File: config.mk
export PLATFORM = sky130hd
export DESIGN_NAME = arsc_cell
export DESIGN_NICKNAME = d
export VERILOG_FILES = /design/src/arsc_pkg.sv /design/src/arsc_cell.sv
export SDC_FILE = /design/constraint.sdc
export NUM_CORES = 1
export LEC_CHECK = 0
export BUFFER_PORTS_ARGS = -buffer_cell sky130_fd_sc_hd__buf_2
export CAP_MARGIN = 20
export CORE_UTILIZATION = 30
export DETAILED_ROUTE_END_ITERATION = 10
export PLACE_DENSITY = 0.6
export SLEW_MARGIN = 20
export SYNTH_ARGS = -nofsm -noshare
export SYNTH_HDL_FRONTEND = slang
export SYNTH_SLANG_ARGS = --single-unit
export TNS_END_PERCENT = 100
File: constraint.sdc
create_clock -name clock -period 8.36 [get_ports clock]
set_input_delay 0.418 -clock clock [delete_from_list [all_inputs] [get_ports clock]]
set_output_delay 0.418 -clock clock [all_outputs]
set_load 0.03 [all_outputs]
File: src/arsc_pkg.sv
package arsc_pkg;

   localparam int DEF_MAX_RANGES = 32;
   localparam int ID_W           = 16;

   localparam logic [1:0] OP_ADD    = 2'd0;
   localparam logic [1:0] OP_REMOVE = 2'd1;
   localparam logic [1:0] OP_LOOKUP = 2'd2;

   localparam logic [1:0] ST_OK    = 2'd0;
   localparam logic [1:0] ST_BAD   = 2'd1;
   localparam logic [1:0] ST_FULL  = 2'd2;

   // per-cell command, shared by every cell
   typedef enum logic [2:0] {
      M_HOLD,
      M_ADD_MRG,
      M_ADD_INS,
      M_REM_SPLIT,
      M_REM_TRIM,
      M_SHIFT
   } mode_type;

   typedef struct packed {
      mode_type          mode;
      logic [ID_W-1:0]   s;     // range start, or key on lookup
      logic [ID_W-1:0]   e;
   } ctrl_type;

   typedef struct packed {
      logic              valid;
      logic              del;   // marked for compaction
      logic              hd;    // head of an add merge
      logic [ID_W-1:0]   start;
      logic [ID_W-1:0]   stop;
   } cell_type;

   typedef struct packed {
      logic abs;      // overlaps or touches [s,e]
      logic below;    // lies wholly below s, not touching
      logic touch;    // touches s
      logic split;    // strictly contains [s,e]
      logic match;    // contains s
   } flag_type;

   localparam cell_type EMPTY_CELL = '{valid: 1'b0, del: 1'b0, hd: 1'b0,
                                       start: '0, stop: '0};
   localparam flag_type EDGE_FLAGS = '{abs: 1'b0, below: 1'b1, touch: 1'b0,
                                       split: 1'b0, match: 1'b0};

endpackage

File: src/arsc_cell.sv
module arsc_cell (
   input  logic                clock,
   input  logic                reset,
   input  arsc_pkg::ctrl_type  ctrl,
   input  logic                shr,
   input  logic                shl,
   input  arsc_pkg::cell_type  lft,
   input  arsc_pkg::flag_type  lft_flg,
   input  arsc_pkg::cell_type  rgt,
   output arsc_pkg::cell_type  cur,
   output arsc_pkg::flag_type  flg
);

   arsc_pkg::cell_type cur_ff, cur_in;
   logic [16:0] s_w, e_w, st_w, sp_w, s1, e1, sp1;

   assign s_w  = {1'b0, ctrl.s};
   assign e_w  = {1'b0, ctrl.e};
   assign st_w = {1'b0, cur_ff.start};
   assign sp_w = {1'b0, cur_ff.stop};
   assign s1   = s_w + 17'd1;
   assign e1   = e_w + 17'd1;
   assign sp1  = sp_w + 17'd1;

   always_comb begin
      flg.abs    = cur_ff.valid && (sp1 >= s_w) && (st_w <= e1);
      flg.below  = cur_ff.valid && (sp1 < s_w);
      flg.touch  = cur_ff.valid && (s1 >= st_w) && (s_w <= sp1);
      flg.split  = cur_ff.valid && (st_w < s_w) && (sp_w > e_w);
      flg.match  = cur_ff.valid && (st_w <= s_w) && (s_w <= sp_w);
   end

   always_comb begin
      cur_in = cur_ff;
      case (ctrl.mode)
         arsc_pkg::M_ADD_MRG: begin
            cur_in.del = 1'b0;
            cur_in.hd  = 1'b0;
            if (flg.abs && !lft_flg.abs) begin
               cur_in.hd = 1'b1;
               if (ctrl.s < cur_ff.start) cur_in.start = ctrl.s;
               if (ctrl.e > cur_ff.stop) cur_in.stop = ctrl.e;
            end else if (flg.abs) begin
               cur_in.del = 1'b1;
            end
         end
         arsc_pkg::M_ADD_INS: begin
            if (shr) begin
               cur_in     = lft;
               cur_in.del = 1'b0;
               cur_in.hd  = 1'b0;
            end else if (!flg.below && lft_flg.below) begin
               cur_in = '{valid: 1'b1, del: 1'b0, hd: 1'b0,
                          start: ctrl.s, stop: ctrl.e};
            end
         end
         arsc_pkg::M_REM_SPLIT: begin
            if (flg.split) begin
               cur_in.stop = ctrl.s - 16'd1;
            end else if (lft_flg.split) begin
               cur_in = '{valid: 1'b1, del: 1'b0, hd: 1'b0,
                          start: ctrl.e + 16'd1, stop: lft.stop};
            end else if (shr) begin
               cur_in     = lft;
               cur_in.del = 1'b0;
               cur_in.hd  = 1'b0;
            end
         end
         arsc_pkg::M_REM_TRIM: begin
            cur_in.hd  = 1'b0;
            cur_in.del = cur_ff.valid && (cur_ff.start >= ctrl.s) && (cur_ff.stop <= ctrl.e);
            if (cur_ff.valid && cur_ff.start < ctrl.s && cur_ff.stop >= ctrl.s)
               cur_in.stop = ctrl.s - 16'd1;
            if (cur_ff.valid && cur_ff.start >= ctrl.s && cur_ff.start <= ctrl.e &&
                cur_ff.stop > ctrl.e)
               cur_in.start = ctrl.e + 16'd1;
         end
         arsc_pkg::M_SHIFT: begin
            if (shl) begin
               cur_in = rgt;
            end else if (cur_ff.hd && rgt.del && rgt.stop > cur_ff.stop) begin
               cur_in.stop = rgt.stop;
            end
         end
         default: cur_in = cur_ff;
      endcase
   end

   always_ff @(posedge clock) begin
      if (reset) begin
         cur_ff.valid <= 1'b0;
         cur_ff.del   <= 1'b0;
         cur_ff.hd    <= 1'b0;
      end else begin
         cur_ff <= cur_in;
      end
   end

   assign cur = cur_ff;

endmodule
# --- Word level (Yosys, flattened, before mapping) ---
# Cells that the tools add are included.
word_totals:
  elab_cells: 90
  out_inout_bits: 40
  regBits: 35
op_classes:
  order_cmp: 18
  n_mux: 18
  n_reduce_logical: 27
  bitwise: 1
  addsub: 5
  eq_ne: 16
ops:
  columns: ["op", "n"]
  rows:
  - ["$pmux W34 S5", 1]
  - ["$mux W35", 4]
  - ["$mux W16", 7]
  - ["$gt A16 B16 Y1", 4]
  - ["$le A16 B16 Y1", 4]
  - ["$add A16 B1 Y17 const B", 3]
  - ["$lt A16 B16 Y1", 3]
  - ["$mux W19", 2]
  - ["$ge A17 B16 Y1", 2]
  - ["$le A16 B17 Y1", 2]
  - ["$mux W33", 1]
  - ["$ge A16 B16 Y1", 2]
  - ["$logic_and A1 B1 Y1", 19]
  - ["$lt A17 B16 Y1", 1]
  - ["$add A16 B1 Y16 const B", 1]
  - ["$sub A16 B1 Y16 const B", 1]
  - ["$ne A2 B2 Y1 const B", 7]
  - ["$reduce_and A5 Y1", 2]
  - ["$ne A3 B3 Y1 const B", 3]
  - ["$reduce_and A9 Y1", 1]
  - ["$reduce_and A8 Y1", 1]
  - ["$eq A3 B2 Y1 const B", 2]
  - ["$eq A3 B3 Y1 const B", 2]
  - ["$reduce_bool A5 Y1", 1]
  - ["7 further kinds", 9]

# --- Logic depth before layout (Yosys ltp) ---
# Gate-level depths: netlist of run 1.
depth:
  ltp_word: 8
  ltp_mapped: 16
  mapped_depth_nobuf: 14

# --- Worst setup path after synthesis of run 1 ---
# No wires, ideal clock.
synth_timing:
  path_type: "register to register"
  start: "register cur_ff (netlist bit cur[1])"
  end: "register cur_ff (netlist bit cur[16]), enable pin"
  path_stages_with_launch: 13
  period_less_slack_ns: 5.368
  setup_ns: 0.436
  arrival_time_ns: 4.932
  slack_ns: 2.992
  cell_sequence: "edfxtp_1 ha_1 nand3_2 or2_2 nor4_1 xnor2_1 ha_1 nand3_1 or2_1 o41ai_2 o31ai_1 a211oi_2 nor4b_1"
synth_via:
  elab_chain_len: 7
synth_rtl:
  columns: ["element", "line", "rtl"]
  rows:
  - ["start, declared", "arsc_cell.sv:14", "arsc_pkg::cell_type cur_ff, cur_in;"]
  - ["start signal, assigned", "arsc_cell.sv:95", "cur_ff <= cur_in;"]
  - ["$add A16 B1 Y17", "arsc_cell.sv:23", "assign sp1 = sp_w + 17'd1;"]
  - ["$lt A17 B16 Y1 / $ge A17 B16 Y1 (equally long branches)", "arsc_cell.sv:27, arsc_cell.sv:26", null]
  - ["$logic_and A1 B1 Y1 (on tied branches)", "arsc_cell.sv:27, arsc_cell.sv:26", null]
  - ["$logic_not A1 Y1 / $logic_and A1 B1 Y1 (equally long branches)", "arsc_cell.sv:52, arsc_cell.sv:26", null]
  - ["$logic_and A1 B1 Y1 (on tied branches)", "arsc_cell.sv:52, arsc_cell.sv:39", null]
  - ["$ne A3 B3 Y1 (no source line) / $ne A2 B2 Y1 (equally long branches)", null, null]
  - ["$reduce_and A9 Y1 (no source line) *", null, null]
# Every way passes the cells marked *; elsewhere a longest branch is shown, timed or not.
# A chain may end at the register's enable or synchronous reset.

# --- Final worst setup path of run 1 ---
layout_timing:
  start: "input ctrl[0] (netlist name)"
  end: "register cur_ff (netlist bit cur[14]), enable pin"
layout_via:
  elab_chain_len: 6
layout_rtl:
  columns: ["element", "line", "rtl"]
  rows:
  - ["start, declared", "arsc_cell.sv:4", "input arsc_pkg::ctrl_type ctrl,"]
  - ["$add A16 B1 Y17", "arsc_cell.sv:22", "assign e1 = e_w + 17'd1;"]
  - ["$le A16 B17 Y1", "arsc_cell.sv:26", "flg.abs = cur_ff.valid && (sp1 >= s_w) && (st_w <= e1);"]
  - ["$logic_and A1 B1 Y1", "arsc_cell.sv:26", null]
  - ["$logic_and A1 B1 Y1", "arsc_cell.sv:39", "if (flg.abs && !lft_flg.abs) begin"]
  - ["$ne A2 B2 Y1 (no source line)", null, null]
  - ["$reduce_and A8 Y1 (no source line) *", null, null]
# Marks and branches as above.

==> results of run 1 <==
-- how the worst max path moves through the flow --
stage / slack (ns) / endpoint / depth (start not counted) / from
2_1_floorplan: 2.99 / cur[16] / 12 / cur[1]
3_3_place_gp: 3.48 / cur[14] / 16 / ctrl[0]
3_5_place_dp: 3.38 / cur[14] / 16 / ctrl[0]
4_1_cts: 3.70 / cur[14] / 16 / ctrl[0]
5_1_grt: 3.46 / cur[14] / 14 / cur[1]
6_report: 3.65 / cur[14] / 16 / ctrl[0]
-- Yosys cell counts (8+ instances only) --
library cell / n / area (sq um)
ha_1: 132 / 1652
inv_1: 72 / 270.3
nand2_1: 56 / 210.2
a21oi_1: 55 / 275.3
xnor2_1: 53 / 464.2
o21ai_0: 44 / 220.2
nor2_1: 37 / 138.9
edfxtp_1: 32 / 960.9
nand4_1: 30 / 187.7
nand3_1: 27 / 135.1
clkbuf_1: 23 / 86.33
o211ai_1: 20 / 150.1
a21o_1: 18 / 135.1
nor3_1: 18 / 90.09
a221o_1: 17 / 170.2
a222oi_1: 16 / 160.2
a22oi_1: 15 / 112.6
nor4_1: 13 / 81.33
nor2b_1: 11 / 68.82
nand2b_1: 8 / 50.05
-- logic make-up after synthesis --
| family | count (synthesis) | share of synthesized area |
|---|---|---|
| flip-flops | 35 | 0.1598 |
| XOR/XNOR | 55 | 0.07542 |
| AO/OA/AOI/OAI | 227 | 0.2531 |
| adder cells (fa/ha/maj) | 132 | 0.2586 |
| multiplexers | 1 | 0.001567 |
| buffers and inverters | 101 | 0.06229 |
| AND/OR/NAND/NOR | 226 | 0.1892 |
-- report_power, final --
part           internal [mW]  switching (mW)  leakage [nW]
registers              0.210          0.0265         0.330
logic                  0.143           0.228          2.98
clock network          0.111          0.0825        0.0679
total                  0.463           0.337          3.38
-- metal layers --
layer	up-vias	wire, microns	global-route usage
met5	-	16	0
met4	2	490	0.05876
met3	33	2181	0.04846
met2	297	11370	0.3733
met1	3180	10870	0.3018
li1	3237	-	-
-- per-stage QoR --
step	instances	power (mW)	hold slack, ns	cell area, sq um	utilization
floorplan	777	0.4698	0.4826	6387	-
global placement	1179	0.5980	0.5309	7422	0.3542
detailed placement	1179	0.6037	0.5280	7422	0.3542
CTS	1187	0.7970	0.2939	7560	0.3608
global route	1187	0.8506	0.2981	7560	0.3608
finish	1187	0.8001	0.2927	7560	0.3608
-- critical path, delay by kind of cell --
kind	cells	cell delay, ns
AOI/OAI and AO/OA	5	1.56
and+or+nand+nor	6	1.37
adders and majority gates	2	0.53
buffers and inverters	2	0.51
xor gates and xnor gates	1	0.26
-- final cells by class --
class	instances	area, sq um
clock buffer	7	132.6
clock inverter	1	5.005
fill	2246	13400
inverter	72	270.3
multi-input combinational	641	4989
sequential	35	1021
tap	275	344.1
timing repair buffer	156	798.3
==> metrics.md, run 1 <==
| Metric | Value |
|---|---|
| Status | finished, final reports clean |
| Worst hold stages | 2 |
| Area Overhead vs Synth | 18.35% |
| Reg-to-Reg Start | cur[1] |
| Iteration count of the initial detailed-routing pass | 8 |
| HP Class | primary input to flop |
| Cell Area, Synth | around 6400 sq um |
| Worst R2R Setup Slack | approximately 3.7 ns |
| Via count | approximately 6700 |
| Grt ovf | 0 |
| Reg2Reg Capture Point | cur[14] |
| Async set-reset flop share out of synthesis | 0 |
| Min Tclk post-route | around 4.7 ns |
| Hold EP | cur[32] |
| Most common cell after layout, fill and taps aside | buf_2 |
| Final Skew | 0.008619 ns |
| CTS tree | yes |
| Commonest non-fill, non-tap cells in the layout | buf_2 (149), ha_1 (132), inv_1 (72), nand2_1 (56), a21oi_1 (55) |
| Crit path kind | primary input to flop |
| Crit end category | flop |
| Final setup viols | 0 |
| Setup_tns | 0 ns |
| Reg clk slew, reported paths | about 0.060 ns |
| Ratio of cells with drive above 1 in the final layout | 0.2039 |
| Slew of the pin with the lowest slew margin | between 0.9 and 1 ns |
| Setup crit start kind | primary input |
| Synth warnings | 0 |
| Critical Path AT | ~4.7 ns |
| CTS H-tree lvls | 2 |
| Vias in the first global route | 6527 |
| Via density | approximately 5.7 |
| GRT Util Overall | 0.2278 |
| Leakage | approximately 3.4 nW |
| Largest fanout on the critical path | 16 |
| Hold Fails Final Rpt | 0 |
| Num CTS Buffers | 5 |
| Setup Fix Bufs, Post-CTS | 0 |
| Source-to-sink clock delay at the later pin of the worst-skew pair | 0.29 ns |
| Avg Synthesized Cell Area | between 8 and 9 sq um |
| Die Y | 147.9 microns |
| Syn nets | about 1000 |
| DRC Markers | 0 |
| Initial DRC Count | approximately 630 |
| Power density cells | ~110 nW/um^2 |
| I/O pins | approximately 150 |
| Slew Limit Fails | 0 |
| Overall die width | around 150 microns |
| Initial antenna violation count | 1 |
| Ys flop type | edfxtp_1 |
| CP Cell Sequence | buf_2, ha_1, nand2_1, nor4_1, nand4_1, xnor2_1, ha_1, a21o_1, a21oi_1, nand2b_1, a2111oi_0, o221ai_2, o211ai_1, nand2_1, nor4_2, buf_4 |
| First-pass GRT wire length | 37940 microns |
| Register-to-Register Path Depth | 14 |
| Largest register FFs | 35 |
| # diodes | 0 |
| TritonCTS Sinks | 35 |
| CP Data Required Time | about 8.3 ns |
| Post-synth EDFFs | 32 |
| Max VDD drop | about 0.068 mV |
| Initial core utilization | 0.3048 |
| Row count | 53 |
| CP max stage delay | approximately 0.57 ns |
| Die Area | 21880 sq um |
| I/O Buffers | between 100 and 150 |
| Yosys cell types | 67 |
| Clock Path Buffers | 2 |
| Sequential fraction of the synthesis area | 0.1598 |
| Fin crit share | 0.5631 |
| CP max-delay cell | a2111oi_0 |
| ANT nets after route | 0 |
| Final HPWL DP | ~21000 microns |
| CTS root buf | clkbuf_16 |
| Max-cap viol count | 0 |
| Pin count of the biggest net entering global routing | 30 |
| Total wire length | roughly 25000 microns |
| RSZ-0062 raised after global routing | false |
| Nets | ~1200 |
| Final worst slack | 3.652 ns |
| Post-CTS sizing | 0 |
| Pre-CTS setup slack | roughly 3.4 ns |
| Core Region | 20960 sq um |
| Gpl congestion | 0.9489 |
| Yosys reg bits | 35 |
| Peak Freq | ~210 MHz |
| Hold-fix buffers, CTS | 0 |
| Hold path startpoint | reset |
| Max_slew headroom | 0.3746 |
| WL/cell | between 20 and 25 microns |
| Mapped Cells | about 800 |
(Power assumes the default switching activity.)
==> run 2, diff against run 1 <==
--- a/config.mk
+++ b/config.mk
@@ -5,11 +5,12 @@
 export SDC_FILE = /design/constraint.sdc
 export NUM_CORES = 1
 export LEC_CHECK = 0
+export ABC_AREA = 1
 export BUFFER_PORTS_ARGS = -buffer_cell sky130_fd_sc_hd__buf_2
 export CAP_MARGIN = 20
 export CORE_UTILIZATION = 30
 export DETAILED_ROUTE_END_ITERATION = 10
-export PLACE_DENSITY = 0.6
+export PLACE_DENSITY = 0.59
 export SLEW_MARGIN = 20
 export SYNTH_ARGS = -nofsm -noshare
 export SYNTH_HDL_FRONTEND = slang
==> constraint.sdc (replaced) <==
create_clock -name clock -period 4.36 [get_ports clock]
set_input_delay 0.218 -clock clock [delete_from_list [all_inputs] [get_ports clock]]
set_output_delay 0.218 -clock clock [all_outputs]
set_load 0.03 [all_outputs]
==> run 2 against run 1 <==
  * Combinational power grew 110%
  * Setup slack worse by 3.2 ns
  * Largest cell class unchanged
  * Register-to-register slack got worse by 3.3 ns
  * Worst hold slack got worse by 0.051 ns
  * Area after synthesis increased by 12%
==> metrics.md, run 2 <==
| Metric | Value |
|---|---|
| Leakage | ~4.4 nW |
| Crit end category | flop |
| Final HPWL DP | between 20000 and 25000 microns |
| Top post-synthesis cells by area | ha_1 (23%), edfxtp_1 (13%), nand2_1 (11%), inv_1 (8.6%), a21oi_1 (8.1%) |
| Max_slew headroom | 0.3787 |
| TritonCTS Sinks | 35 |
| Async set-reset flop share out of synthesis | 0 |
| Max VDD drop | ~0.12 mV |
| Via count | 7937 |
| FILL cells | roughly 2600 |
| Nets | 1483 |
| Min Tclk post-route | approximately 3.9 ns |
| Syn nets | 1332 |
| ANT nets after route | 0 |
| Pin count of the biggest net entering global routing | 34 |
| Most common cell after layout, fill and taps aside | nand2_1 |
| Overall die width | approximately 160 microns |
| Largest fanout on the critical path | 16 |
| CTS tree | yes |
| Hold Fails Final Rpt | 0 |
| Ratio of cells with drive above 1 in the final layout | 0.1688 |
| Final setup viols | 0 |
| Cell Area, Synth | roughly 7000 sq um |
| Post-synth EDFFs | 32 |
| Crit path kind | flop to flop |
| Clock Path Buffers | 2 |
| Vias in the first global route | about 7300 |
| Iteration count of the initial detailed-routing pass | 5 |
| Power density cells | approximately 190 nW/um^2 |
| CP Data Required Time | about 4.3 ns |
| Core Region | 23400 sq um |
| RSZ-0062 raised after global routing | false |
| Setup crit start kind | flop |
| Slew Limit Fails | 0 |
| Initial antenna violation count | 0 |
| GRT Util Overall | 0.2265 |
| Gpl congestion | a little over 0.9 |
| Largest register FFs | 35 |
| Setup_tns | 0 ns |
| Area Overhead vs Synth | 18.18% |
| Die Area | 24450 sq um |
| Most numerous cell in the Yosys netlist | nand2_1 |
| Grt ovf | 0 |
| WL/cell | roughly 18 microns |
| Avg Synthesized Cell Area | approximately 6.6 sq um |
| Source-to-sink clock delay at the later pin of the worst-skew pair | just under 0.3 ns |
| Commonest non-fill, non-tap cells in the layout | nand2_1 (219), inv_1 (163), buf_2 (149), ha_1 (132), a21oi_1 (115) |
| Status | finished, final reports clean |
| HP Class | primary input to flop |
| Initial core utilization | 0.3055 |
| Slew of the pin with the lowest slew margin | 0.9269 ns |
| CTS H-tree lvls | 2 |
| # diodes | 0 |
| Synth top area share | 0.2310 |
| First-pass GRT wire length | roughly 42000 microns |
| Hold-fix buffers, CTS | 0 |
| Commonest cells in the synthesized netlist | nand2_1 (219), inv_1 (163), ha_1 (132), a21oi_1 (115), nor2_1 (84) |
| Peak Freq | between 200 and 300 MHz |
| DRC Markers | 0 |
| Initial DRC Count | roughly 680 |
| Ys flop type | edfxtp_1 |
| Num CTS Buffers | 5 |
| Sequential fraction of the synthesis area | 0.1428 |
| I/O Buffers | around 150 |
| Mapped Cells | between 1000 and 1500 |
| Synth area leader | ha_1 |
| Total chip power | approximately 1.6 mW |
| Yosys reg bits | 35 |
| Setup Fix Bufs, Post-CTS | 0 |
| Max-cap viol count | 0 |
| Yosys cell types | between 40 and 50 |
| Reg clk slew, reported paths | around 0.060 ns |
| I/O pins | between 150 and 200 |
| Via density | 5.098 |
| CTS root buf | clkbuf_16 |
| Synth warnings | 0 |
| Fin crit share | 0.8963 |
| Die Y | 156.4 microns |
| Final Skew | 0.01208 ns |
| Post-CTS sizing | 0 |
| Row count | 56 |
| Total wire length | ~28000 microns |
| Critical Path AT | 3.88 ns |
==> run 2: cell count changes after synthesis, moves of 14 or more <==
cell | before | now
a21oi_1 | 55 | 115
a22oi_1 | 15 | 1
a221o_1 | 17 | 0
xor2_1 | 2 | 36
a222oi_1 | 16 | 0
xnor2_1 | 53 | 2
inv_1 | 72 | 163
o21ai_1 | 0 | 25
a21o_1 | 18 | 2
nor2_1 | 37 | 84
nand2_1 | 56 | 219
nand3_1 | 27 | 47
o21ai_0 | 44 | 68
==> run 2: path summary, 6_finish.rpt <==
path	start	to	slack, ns	cells past startpoint
max reg2reg	cur[0]	cur[22]	0.45	23
min	reset	cur[34]	0.24	4
min reg2reg	cur[34]	cur[34]	0.60	2
max	cur[0]	cur[22]	0.45	23
==> run 2: where the power goes <==
group          switching [mW]  leakage, nW  internal [mW]
Clock                   0.163       0.0679          0.212
Sequential             0.0398        0.328          0.402
Combinational           0.512         4.01          0.277
Total                   0.715         4.40          0.891
==> run 2: worst max-delay path: stages, from the launching register on <==
cell and delay (ns):
edfxtp_1 0.39, inv_1 0.11, nor3_1 0.22, inv_1 0.08
nor2_1 0.21, nand4_1 0.15, nor2_1 0.11, inv_1 0.08
nor2_1 0.14, nand3_1 0.10, xor2_1 0.16, ha_1 0.33
inv_1 0.07, o21bai_1 0.10, nand2_2 0.10, nand4_2 0.21
nand3_1 0.21, nand2_1 0.07, nand2_1 0.07, nand2_1 0.12
nor2_1 0.12, nand3b_1 0.08, nor2_1 0.12, buf_6 0.23
==> run 2: cell type report <==
class,instances,area (sq um),share of cell area
timing repair buffer,162,847.1,0.1003
tap,319,399.1,0.04724
multi-input combinational,856,5380,0.6368
sequential,35,1021,0.1208
clock buffer,7,132.6,0.01570
clock inverter,1,5.005,0.0005923
inverter,177,664.4,0.07863
==> run 2: through the flow <==
stage                       util  instances  cell area, sq um  hold slack (ns)  setup WS, ns
final                     0.3610       1557              8449           0.2417        0.4520
after detailed placement  0.3550       1549              8308           0.5351        0.4585
after global routing      0.3610       1557              8449           0.2540       0.02993
after CTS                 0.3609       1557              8446           0.2371        0.4336
after floorplan                -       1086              7149           0.4087        0.4047
after global placement    0.3550       1549              8308           0.5414        0.5360
==> run 2: cells by family after synthesis <==
family                     count (synthesis)  share of synthesized area
DFF                                       35                     0.1428
buffers and inverters                    195                     0.1047
xor gates and xnor gates                  38                    0.04655
adders and majority gates                132                     0.2310
and+or+nand+nor                          420                     0.2630
AOI/OAI and AO/OA                        266                     0.2119
==> run 2: per-layer routing <==
metal,wire length (microns),GRT usage,up-vias
met2,12460,0.3767,304
met4,474,0.04575,0
met1,12580,0.3081,3607
met3,2114,0.03434,28
li1,-,-,3998
met5,0,0,-
